===== src/hdl/npem_pkg.sv =====
`timescale 1ns / 1ps

package npem_pkg;

    // Fixed field widths of the request, the result and the palette size
    localparam int ENTRY_W    = 8;
    localparam int COUNT_W    = 9;
    localparam int DIST_OUT_W = 26;

    // Reset value of the palette size register
    localparam logic [COUNT_W-1:0] COUNT_RESET = 9'd256;

    // Request function codes
    typedef enum logic [0:0] {
        FUNC_LOAD = 1'b0,
        FUNC_MAP  = 1'b1
    } func_t;

endpackage


===== src/hdl/npem_cell.sv =====
`timescale 1ns / 1ps

module npem_cell
    import npem_pkg::*;
#(
    parameter int INDEX  = 0,
    parameter int COLOR_W = 4,
    parameter int FRAC_W  = 8,
    parameter int IDX_W   = 8
)
(
    input  logic                             clk,
    input  logic                             rst_n,
    input  logic                             advance,
    input  logic                             load_en,
    input  logic [COLOR_W+FRAC_W-1:0]        load_red,
    input  logic [COLOR_W+FRAC_W-1:0]        load_green,
    input  logic [COLOR_W+FRAC_W-1:0]        load_blue,
    input  logic [COUNT_W-1:0]               color_count,
    input  logic                             prev_valid,
    input  logic [3*COLOR_W-1:0]             prev_color,
    input  logic [IDX_W-1:0]                 prev_index,
    input  logic [2*(COLOR_W+FRAC_W)+1:0]    prev_dist,
    output logic                             next_valid,
    output logic [3*COLOR_W-1:0]             next_color,
    output logic [IDX_W-1:0]                 next_index,
    output logic [2*(COLOR_W+FRAC_W)+1:0]    next_dist
);

    localparam int MEAN_W = COLOR_W + FRAC_W;
    localparam int SQ_W   = 2 * MEAN_W;
    localparam int DIST_W = SQ_W + 2;
    localparam bit FIRST  = (INDEX == 0);
    localparam logic [COUNT_W-1:0] CELL_NUM = COUNT_W'(INDEX);
    localparam logic [IDX_W-1:0]   CELL_IDX = IDX_W'(INDEX);

    // Centroid held by this cell
    logic [MEAN_W-1:0] mean_red_reg, mean_green_reg, mean_blue_reg;

    // Stage A: squared component differences
    logic                 valid_a_reg;
    logic [3*COLOR_W-1:0] color_a_reg;
    logic [IDX_W-1:0]     index_a_reg;
    logic [DIST_W-1:0]    dist_a_reg;
    logic [SQ_W-1:0]      sq_red_a_reg, sq_green_a_reg, sq_blue_a_reg;
    logic [SQ_W-1:0]      sq_red_next, sq_green_next, sq_blue_next;

    // Stage B: running best
    logic                 valid_b_reg;
    logic [3*COLOR_W-1:0] color_b_reg;
    logic [IDX_W-1:0]     index_b_reg;
    logic [DIST_W-1:0]    dist_b_reg;
    logic [DIST_W-1:0]    sum_next;
    logic                 take_next;

    // Absolute difference of the scaled colour and a mean, squared
    function automatic logic [SQ_W-1:0] sq_diff(
        input logic [COLOR_W-1:0] color,
        input logic [MEAN_W-1:0]  mean
    );
        logic [MEAN_W-1:0] scaled;
        logic [MEAN_W-1:0] diff;
        scaled = {color, {FRAC_W{1'b0}}};
        diff   = (scaled >= mean) ? (scaled - mean) : (mean - scaled);
        return SQ_W'(diff) * SQ_W'(diff);
    endfunction

    // Centroid write
    always_ff @(posedge clk)
    begin
        if (load_en)
        begin
            mean_red_reg   <= load_red;
            mean_green_reg <= load_green;
            mean_blue_reg  <= load_blue;
        end
    end

    // Squares of this cell
    always_comb
    begin
        sq_red_next   = sq_diff(prev_color[3*COLOR_W-1:2*COLOR_W], mean_red_reg);
        sq_green_next = sq_diff(prev_color[2*COLOR_W-1:COLOR_W], mean_green_reg);
        sq_blue_next  = sq_diff(prev_color[COLOR_W-1:0], mean_blue_reg);
    end

    // Sum and compare; entry 0 always opens the search, later ones take over only in range and strictly closer
    always_comb
    begin
        sum_next  = DIST_W'(sq_red_a_reg) + DIST_W'(sq_green_a_reg)
                  + DIST_W'(sq_blue_a_reg);
        take_next = FIRST || ((CELL_NUM < color_count) && (sum_next < dist_a_reg));
    end

    // Valid flags
    always_ff @(posedge clk or negedge rst_n)
    begin
        if (!rst_n)
        begin
            valid_a_reg <= 1'b0;
            valid_b_reg <= 1'b0;
        end
        else if (advance)
        begin
            valid_a_reg <= prev_valid;
            valid_b_reg <= valid_a_reg;
        end
    end

    // Payload of both stages
    always_ff @(posedge clk)
    begin
        if (advance)
        begin
            color_a_reg    <= prev_color;
            index_a_reg    <= prev_index;
            dist_a_reg     <= prev_dist;
            sq_red_a_reg   <= sq_red_next;
            sq_green_a_reg <= sq_green_next;
            sq_blue_a_reg  <= sq_blue_next;
            color_b_reg    <= color_a_reg;
            index_b_reg    <= take_next ? CELL_IDX : index_a_reg;
            dist_b_reg     <= take_next ? sum_next : dist_a_reg;
        end
    end

    assign next_valid = valid_b_reg;
    assign next_color = color_b_reg;
    assign next_index = index_b_reg;
    assign next_dist  = dist_b_reg;

endmodule


===== config.mk =====
export PLATFORM = sky130hd
export DESIGN_NAME = npem_cell
export DESIGN_NICKNAME = d
export VERILOG_FILES = /design/src/hdl/npem_pkg.sv /design/src/hdl/npem_cell.sv
export SDC_FILE = /design/constraint.sdc
export NUM_CORES = 1
export LEC_CHECK = 0
export BUFFER_PORTS_ARGS = -buffer_cell sky130_fd_sc_hd__buf_2
export CAP_MARGIN = 5
export CORE_ASPECT_RATIO = 0.75
export CORE_MARGIN = 2
export CORE_UTILIZATION = 60
export DETAILED_ROUTE_END_ITERATION = 12
export PLACE_DENSITY = 0.79
export SLEW_MARGIN = 10
export SYNTH_ARGS = -nofsm -noshare
export SYNTH_HDL_FRONTEND = slang
export SYNTH_SLANG_ARGS = --single-unit

===== constraint.sdc =====
create_clock -name clk -period 9.5 [get_ports clk]
set_input_delay 0.475 -clock clk [delete_from_list [all_inputs] [get_ports clk]]
set_output_delay 0.475 -clock clk [all_outputs]
set_load 0.1 [all_outputs]

==> impl_metrics.csv, run 1 <==
group,metric,value,unit
outcome,outcome,"finished, final reports clean",
setup_path,crit_path_kind,"reg -> reg",
global_routing,grt_busiest_layer,"met2",
synth,syn_inst,1976,
routing,drt_first_iter_violations,1103,
placement,port_buffers,91,
die,floorplan.initialDensity,60.5,%
routing,routed_via_count,13900,
timing,period_needed,8430,ps
synth,yosysSeqAreaShare,24.1,%
clocking,cts_tree,"done",
synth,postSynthAreaPerCell,9.88,µm²
clocking,path_clk_slew,80,ps
setup_path,crit_path_start,"mean_blue_reg[0]",
worst_hold_path,hold_path.class,"in -> reg",
setup_path,r2r-start,"mean_blue_reg[0]",
final_layout,largest_register_ff_count,26,
setup_path,critPathSlowestCell,"o41ai_1",
setup_path,rrSetupSlack,1070,ps
routing,mean_number_of_vias_per_cell,5.48,
synth,synth_seq_cells,157,
flow_run,cap_viol_max_count,0,
setup_path,reg2reg_to,"sq_blue_a_reg[21]",
synth,synth_enable_flop_cells,155,
setup_path,critical_path.endpoint,"sq_blue_a_reg[21]",
final_layout,antenna_cells_inserted,0,
clocking,root_buffer,"clkbuf_16",
clocking,cts_sinks,157,
global_routing,globalRouteMet2Util,38.2,%
die,die_height,160,µm
final_layout,fin_cells,2533,
clocking,post_cts.repair.setup_buffers,0,
final_layout,share_of_cells_above_drive_strength_1,8.42,%
synth,syn-cell-area,19500,µm²
global_routing,gr-usage-all-layers,25.4,%
synth,yosys_warnings,0,
clocking,tritoncts.num_buffers,17,
setup_path,cp.required,9700,ps
placement,post-dp-hpwl,33.4,mm
final_layout,register_area,4700,µm²
setup_path,startpoint_type,"flop",
global_routing,largest_net_degree_at_the_start_of_global_routing,74,
timing,max-slew-margin-rel,35.4,%
die,top_level_ports,143,
timing,fin_hold_ws,190,ps
timing,setup_viol,0,
global_routing,antenna_violations_before_repair,0,
clocking,latest_clock_arrival_within_the_worst_skew_pair,450,ps
setup_path,end_kind,"flop",
global_routing,globalRouteMet1Util,37.3,%
die,placeableCoreArea,32200,µm²
routing,postRouteWirelength,40.7,mm
die,core.rowCount,57,
final_layout,fin_nets,2650,
routing,antenna_violating_nets_post_route,0,
setup_path,critical_path_arrival,8630,ps
placement,dp.cells,2500,
clocking,cts_max_level,4,
timing,fmax,119,MHz
setup_path,cpPeakStageDelay,770,ps
global_routing,total_grt_overflow,0,
timing,worst_slew_pin_slew,970,ps
routing,detail_route.wl_per_cell,16.1,µm
synth,synth-main-ff-cell,"edfxtp_1",
final_layout,multiInputGateArea,13000,µm²
final_layout,syn_to_final_growth,8.07,%
final_layout,postLayoutCoreUtil,65.4,%
clocking,ctsLongestPathBuffers,2,
setup_path,crit_top_cell,"fa_1",
synth,postSynth.asyncResetShare,1.27,%
timing,final_min_period_over_clock_period,88.8,%
global_routing,number_of_global_route_vias_before_repair,14000,
die,die_width,212,µm
timing,skew,13.2,ps
setup_path,reg2reg_depth,26,
timing,grt_setup_unrepaired,"false",
routing,drc_errors,0,
timing,setup-tns-final,0,ps
timing,report.final.hold_viol_count,0,
routing,drt-pass1-iter-count,6,
timing,number_of_max_slew_violations_in_the_final_report,0,
placement,place_congestion,0.934,
global_routing,grt_pass1_wl,67.9,mm
synth,synth_cell_types,74,
die,dieArea,34000,µm²
global_routing,use_met3,6.45,%
final_layout,fillCellCount,2559,
setup_path,cp_max_fo,11,
==> how the worst min path moves through the flow <==
stage                                     to           start  depth (start not counted)
after floorplan                   next_valid           rst_n                          0
after global placement            next_valid           rst_n                          1
after detailed placement          next_valid           rst_n                          1
after CTS                   mean_blue_reg[4]    load_blue[4]                          1
after global routing      mean_green_reg[10]  load_green[10]                          1
final                        mean_red_reg[3]     load_red[3]                          1
==> critical path, delay by kind of cell (launching register included) <==
kind	cells	cell delay, ps
AO/OA/AOI/OAI	4	1560
XOR/XNOR	2	450
adder cells (fa/ha/maj)	7	3180
buffers and inverters	6	870
flip-flops	1	520
AND/OR/NAND/NOR	7	1600
==> cells by family after synthesis <==
logic type	Yosys count	share of synthesized area, %
fa+ha+maj	476	40.7
flops	157	24.1
xor+xnor	102	4.81
buf+inv	468	9.30
other cells	1	0.0192
simple gates	498	11.6
mux	13	0.763
compound gates	261	8.76
==> synth_stat cells, types with 5 or more instances <==
cell type / number / area [µm²]
nor3_1: 30 / 150
nand2b_1: 22 / 138
o211ai_1: 6 / 45.0
ha_1: 212 / 2650
or2_2: 6 / 37.5
and2_1: 7 / 43.8
o21bai_1: 9 / 67.6
a21oi_1: 70 / 350
fa_1: 264 / 5290
nor2_1: 232 / 871
buf_2: 5 / 25.0
inv_1: 424 / 1590
clkbuf_1: 17 / 63.8
a21o_1: 27 / 203
nor3b_1: 7 / 52.6
xnor2_1: 68 / 596
a211oi_1: 17 / 128
nand4_1: 7 / 43.8
buf_4: 8 / 60.1
clkinv_1: 5 / 18.8
xor2_1: 28 / 245
edfxtp_1: 155 / 4650
nand3_1: 16 / 80.1
o21ai_0: 49 / 245
or3_1: 6 / 37.5
o31ai_1: 5 / 37.5
mux2i_1: 7 / 70.1
o21a_1: 22 / 165
inv_2: 6 / 22.5
nand2_1: 116 / 435
mux2_2: 5 / 56.3
nor2b_1: 19 / 119
nor4_1: 6 / 37.5
a31oi_1: 12 / 75.1
==> routing by layer <==
layer	share of wire [%]	wire [µm]	up-vias
li1	-	-	6563
met2	44	18000	462
met4	1.7	699	0
met5	0	0	-
met1	46	18900	6811
met3	7.8	3170	51
==> per-stage QoR <==
stage,instance area (µm²),setup slack (ps)
after floorplan,19600,2390
after global placement,20500,1240
after detailed placement,20500,1180
after CTS,21100,1140
after global routing,21100,604
final,21100,1070
==> what timing repair did <==
item                                   CTS  global route
endpoints found under the hold margin    2             0
hold buffers                             1             0
gates resized for setup                  0             0
==> cells in the final DEF, fill, tap and decap left out, drive strengths merged, types with 19 or more instances in the layout <==
cell,instances
edfxtp,155
o21ai,50
xnor2,71
fa,264
xor2,31
a21o,27
nor3,30
nand2,116
ha,212
nor2b,19
o21a,22
buf,105
a21oi,72
inv,439
nor2,233
nand2b,22
==> layout make-up <==
cell class / count / area share [%]
clock buffers: 17 / 2.02
clock inverters: 15 / 0.801
inverters: 435 / 7.74
multi-input cells: 1361 / 61.8
flip-flops and latches: 157 / 22.3
well taps: 442 / 2.62
repair buffers: 106 / 2.72
Power of run 1 is not shown: default switching activity piles up to over one toggle a cycle in this logic, so the estimate is an artifact.
==> run 2, diff against run 1 <==
--- a/config.mk
+++ b/config.mk
@@ -9,9 +9,8 @@
 export CAP_MARGIN = 5
 export CORE_ASPECT_RATIO = 0.75
 export CORE_MARGIN = 2
-export CORE_UTILIZATION = 60
+export CORE_UTILIZATION = 35
 export DETAILED_ROUTE_END_ITERATION = 12
-export PLACE_DENSITY = 0.79
 export SLEW_MARGIN = 10
 export SYNTH_ARGS = -nofsm -noshare
 export SYNTH_HDL_FRONTEND = slang
==> run 2 against run 1 <==
Net effect:
- global-route usage decreased by 9.8 points
- maximum frequency shrank 0.67%
- die area up 70%
- first-iteration DRC count fell by 30%
- critical path type unchanged
==> impl_metrics.csv, run 2 (same netlist as run 1, synthesis figures left out) <==
group,metric,value,unit
setup_path,critPathSlowestCell,"o41ai_1",
flow_run,cap_viol_max_count,0,
clocking,post_cts_resize_count,0,
die,core.rowCount,74,
setup_path,crit_top_cell,"fa_1",
timing,setup_viol,0,
timing,final_min_period_over_clock_period,89.4,%
global_routing,number_of_global_route_vias_before_repair,14100,
timing,max-slew-margin-rel,37.2,%
die,die_height,209,µm
clocking,path_clk_slew,70,ps
worst_hold_path,hold_path.class,"in -> reg",
final_layout,fin_nets,2652,
final_layout,final_common_cell,"inv_1",
clocking,cts_tree,"done",
timing,grt_setup_unrepaired,"false",
timing,setup-tns-final,0,ps
clocking,post_cts.repair.setup_buffers,0,
final_layout,largest_register_ff_count,26,
clocking,latest_clock_arrival_within_the_worst_skew_pair,470,ps
final_layout,multiInputGateArea,13000,µm²
timing,finalWorstSetupSlack,1010,ps
setup_path,startpoint_type,"flop",
routing,postRouteWirelength,43.4,mm
placement,place_congestion,0.879,
setup_path,end_kind,"flop",
die,die_width,277,µm
clocking,ctsLongestPathBuffers,2,
routing,drc_errors,0,
global_routing,gr-usage-all-layers,15.6,%
clocking,ctsHoldBuffers,1,
setup_path,cpPeakStageDelay,720,ps
global_routing,largest_net_degree_at_the_start_of_global_routing,63,
final_layout,register_area,4700,µm²
routing,detail_route.wl_per_cell,15.4,µm
global_routing,antenna_violations_before_repair,1,
clocking,tritoncts.num_buffers,17,
routing,mean_number_of_vias_per_cell,4.86,
outcome,outcome,"finished, final reports clean",
die,dieArea,57700,µm²
clocking,root_buffer,"clkbuf_16",
global_routing,total_grt_overflow,0,
global_routing,grt_pass1_wl,71.5,mm
placement,post-dp-hpwl,36.2,mm
setup_path,critical_path_arrival,8700,ps
final_layout,postLayoutCoreUtil,39.1,%
timing,fin_hold_ws,172,ps
routing,antenna_violating_nets_post_route,0,
timing,skew,18.9,ps
die,floorplan.initialDensity,35.6,%
timing,report.final.hold_viol_count,0,
timing,period_needed,8490,ps
final_layout,share_of_cells_above_drive_strength_1,8.41,%
routing,routed_via_count,13700,
setup_path,crit_path_kind,"reg -> reg",
die,placeableCoreArea,54800,µm²
setup_path,cp_max_fo,11,
routing,drt-pass1-iter-count,5,
timing,worst_slew_pin_slew,916,ps
setup_path,cp.required,9700,ps
final_layout,syn_to_final_growth,9.90,%
timing,number_of_max_slew_violations_in_the_final_report,0,
final_layout,antenna_cells_inserted,0,
final_layout,commonest_cells_after_routing_fill_and_taps_aside,"inv_1 (424), fa_1 (264), nor2_1 (232)",
clocking,cts_sinks,157,
placement,dpl_worst_slack,1080,ps
final_layout,fillCellCount,5504,
placement,port_buffers,91,
routing,drt_first_iter_violations,767,
die,top_level_ports,143,
clocking,cts_max_level,4,
timing,fmax,118,MHz
## run 2: stage by stage
stage / cells / cell area (µm²)
CTS: 2815 / 21500
detailed placement: 2782 / 20900
finish: 2815 / 21500
global placement: 2782 / 20900
floorplan: 1986 / 19600
global route: 2815 / 21500
## run 2: area by class of cell
class | instances | share of cell area [%]
Inverter | 435 | 7.61
Sequential cell | 157 | 21.9
Tap cell | 722 | 4.21
Clock buffer | 20 | 2.08
Timing Repair Buffer | 108 | 2.76
Multi-Input combinational cell | 1361 | 60.8
Clock inverter | 12 | 0.636
## run 2: worst max-delay path: cells and delay by family (launching register included)
kind | cells | cell delay, ps
xor+xnor | 2 | 440
compound gates | 5 | 1640
buf+inv | 6 | 940
flops | 1 | 520
fa+ha+maj | 7 | 3190
simple gates | 6 | 1500
## run 2: final timing paths
kind	startpoint	endpoint	slack (ps)	depth (start not counted)
setup / recovery	mean_blue_reg[0]	sq_blue_a_reg[21]	1010	26
hold / removal	load_red[2]	mean_red_reg[2]	170	1
setup reg to reg	mean_blue_reg[0]	sq_blue_a_reg[21]	1010	26
hold reg to reg	color_a_reg[4]	next_color[4]	420	0
max in group asynchronous	rst_n	next_valid	9080	2
min in group asynchronous	rst_n	valid_a_reg	320	2
## run 2: per-layer routing
| layer | routed length (µm) | part of all wire [%] | vias to the layer above | GRT usage, % |
|---|---|---|---|---|
| met2 | 19000 | 44 | 355 | 23.8 |
| met1 | 21100 | 49 | 6736 | 22.5 |
| met5 | 0 | 0 | - | 0 |
| li1 | - | - | 6548 | - |
| met4 | 479 | 1.1 | 0 | 3.65 |
| met3 | 2740 | 6.3 | 29 | 3.58 |
Power of run 2 is left out for the same reason.
==> run 3, diff against run 2 <==
--- a/config.mk
+++ b/config.mk
@@ -5,6 +5,7 @@
 export SDC_FILE = /design/constraint.sdc
 export NUM_CORES = 1
 export LEC_CHECK = 0
+export ABC_AREA = 1
 export BUFFER_PORTS_ARGS = -buffer_cell sky130_fd_sc_hd__buf_2
 export CAP_MARGIN = 5
 export CORE_ASPECT_RATIO = 0.75
==> constraint.sdc (replaced) <==
create_clock -name clk -period 9.4 [get_ports clk]
set_input_delay 0.47 -clock clk [delete_from_list [all_inputs] [get_ports clk]]
set_output_delay 0.47 -clock clk [all_outputs]
set_load 0.1 [all_outputs]
==> run 3 against run 2 <==
Net effect:
- maximum frequency grew 16%
- critical path depth grew 1
- non-clock buffer count shrank 14
- synthesized area grew 7.6%
- synthesized cell count grew 23%
- worst hold slack lost 14 ps
- sequential share of layout area shrank 1.4 points
- largest cell class unchanged
==> impl_metrics.csv, run 3 <==
group,metric,value,unit
timing,report.final.hold_viol_count,0,
synth,synth-main-ff-cell,"edfxtp_1",
setup_path,reg2reg_to,"sq_green_a_reg[21]",
final_layout,largest_register_ff_count,26,
synth,postSynth.asyncResetShare,1.27,%
routing,drc_errors,0,
timing,final_min_period_over_clock_period,77.6,%
synth,yosys_warnings,0,
setup_path,critical_path.top_delay_family,"adder cells",
clocking,ctsLongestPathBuffers,2,
worst_hold_path,worst_hold_path.num_cells,1,
final_layout,share_of_cells_above_drive_strength_1,9.90,%
setup_path,cp.required,9620,ps
setup_path,crit_top_cell,"inv_1",
die,die_width,287,µm
final_layout,commonest_cells_after_routing_fill_and_taps_aside,"inv_1 (565), nand2_1 (464), fa_1 (264)",
synth,synthMostInstantiatedCell,"inv_1",
routing,routed_via_count,15500,
setup_path,crit_path_kind,"reg -> reg",
worst_hold_path,worstHoldEndpoint,"mean_blue_reg[4]",
timing,setup-tns-final,0,ps
placement,post-dp-hpwl,40.6,mm
setup_path,startpoint_type,"flop",
routing,postRouteWirelength,47.5,mm
timing,max-slew-margin-rel,32.1,%
die,core.rowCount,77,
final_layout,syn_to_final_growth,9.00,%
timing,setup_viol,0,
global_routing,antenna_violations_before_repair,0,
final_layout,antenna_cells_inserted,0,
die,placeableCoreArea,59200,µm²
setup_path,end_kind,"flop",
die,dieArea,62000,µm²
timing,number_of_max_slew_violations_in_the_final_report,0,
die,die_height,216,µm
synth,postSynthAreaPerCell,8.62,µm²
timing,finalWorstSetupSlack,2110,ps
synth,synth_enable_flop_cells,155,
final_layout,fin_cells,3335,
final_layout,final_common_cell,"inv_1",
synth,yosysSeqAreaShare,22.4,%
placement,place_congestion,0.912,
clocking,post_cts_resize_count,0,
clocking,root_buffer,"clkbuf_16",
routing,drt-pass1-iter-count,5,
global_routing,gr-usage-all-layers,16.1,%
synth,synth_area_leaders,"fa_1 (25%), edfxtp_1 (22%), ha_1 (13%), inv_1 (10%), nand2_1 (8.3%)",
global_routing,number_of_global_route_vias_before_repair,15800,
synth,syn-cell-area,21000,µm²
placement,dp.cells,3302,
setup_path,critPathSlowestCell,"nor4_1",
clocking,tritoncts.num_buffers,17,
synth,synthDominantAreaCellType,"fa_1",
clocking,cts_sinks,157,
routing,drt_first_iter_violations,1128,
setup_path,rrSetupSlack,2110,ps
clocking,path_clk_slew,70,ps
die,floorplan.initialDensity,35.5,%
flow_run,cap_viol_max_count,0,
global_routing,total_grt_overflow,0,
synth,syn_inst,2436,
global_routing,grt_pass1_wl,79.7,mm
clocking,cts_max_level,4,
outcome,outcome,"finished, final reports clean",
clocking,cts_tree,"done",
timing,period_needed,7290,ps
final_layout,fin_nets,3104,
worst_hold_path,hold_path.class,"in -> reg",
synth,netlist_top_cells_count,"inv_1 (565), nand2_1 (464), fa_1 (264), nor2_1 (232), ha_1 (212)",
die,top_level_ports,143,
setup_path,r2r-start,"mean_green_reg[0]",
synth,synth_largest_type_area_fraction,25.2,%
timing,skew,18.7,ps
setup_path,critical_path_arrival,7510,ps
synth,synth_cell_types,51,
synth,synth_seq_cells,157,
routing,mean_number_of_vias_per_cell,4.64,
setup_path,cp_max_fo,14,
global_routing,largest_net_degree_at_the_start_of_global_routing,75,
timing,worst_slew_pin_slew,1020,ps
timing,fmax,137,MHz
routing,detail_route.wl_per_cell,14.3,µm
routing,antenna_violating_nets_post_route,0,
setup_path,cpPeakStageDelay,550,ps
clocking,latest_clock_arrival_within_the_worst_skew_pair,480,ps
placement,port_buffers,91,
setup_path,reg2reg_depth,27,
placement,dpl_worst_slack,2330,ps
worst_hold_path,worst_hold_path_startpoint,"load_blue[4]",
setup_path,worst-path-buf-inv,7,
timing,grt_setup_unrepaired,"false",
[run 3: cell types whose count changed after synthesis, sizes merged, moves of 21 or more]
cell    change
nand3      +86
nand2     +376
a21oi      +21
nand2b     -22
o21a       -21
inv       +177
xnor2      -49
nor2       +23
xor2       +33
[run 3: logic make-up (layout without fill, tap and decap cells)]
family	Yosys count	count (layout)	synth area share [%]
XOR/XNOR	86	86	4.37
AO/OA/AOI/OAI	178	178	4.98
other	1	11	0.0179
buffers and inverters	636	735	12.0
AND/OR/NAND/NOR	902	902	18.5
flip-flops	157	157	22.4
adder cells (fa/ha/maj)	476	476	37.8
[run 3: per-layer routing]
metal | routed length (µm) | track usage, % | up-vias
met5 | 0 | 0 | -
met4 | 562 | 3.28 | 0
met3 | 2800 | 3.03 | 28
met2 | 19600 | 23.3 | 366
met1 | 24600 | 24.8 | 7463
li1 | - | - | 7618
[run 3: worst max path at each step]
stage | cells after the start | slack, ps | end | from
after floorplan | 29 | 3220 | sq_blue_a_reg[19] | mean_blue_reg[0]
after global placement | 29 | 2400 | sq_green_a_reg[19] | mean_green_reg[0]
after detailed placement | 28 | 2330 | sq_green_a_reg[15] | mean_green_reg[0]
after CTS | 28 | 2310 | sq_green_a_reg[15] | mean_green_reg[0]
after global routing | 27 | 1690 | sq_green_a_reg[21] | mean_green_reg[0]
final | 27 | 2110 | sq_green_a_reg[21] | mean_green_reg[0]
[run 3: what timing repair did]
item / in CTS / in global routing
setup buffers: 0 / 0
hold buffers: 1 / 0
hold endpoints to repair: 2 / 0
endpoints found under the setup margin: 0 / 0
[run 3: final cells by class]
class                   count  area [µm²]
well taps                 790         988
repair buffers             94         483
inverters                 609        2290
flip-flops and latches    157        4700
clock inverters            15         179
clock buffers              17         425
multi-input cells        1653       13800
fillers                  6049       36300
[run 3: through the flow]
step / utilization [%] / area (µm²) / hold slack [ps]
2_1_floorplan: - / 21000 / 174
3_3_place_gp: 37.7 / 22300 / 254
3_5_place_dp: 37.7 / 22300 / 257
4_1_cts: 38.7 / 22900 / 120
5_1_grt: 38.7 / 22900 / 132
6_report: 38.7 / 22900 / 158
Power of run 3 is left out for the same reason.
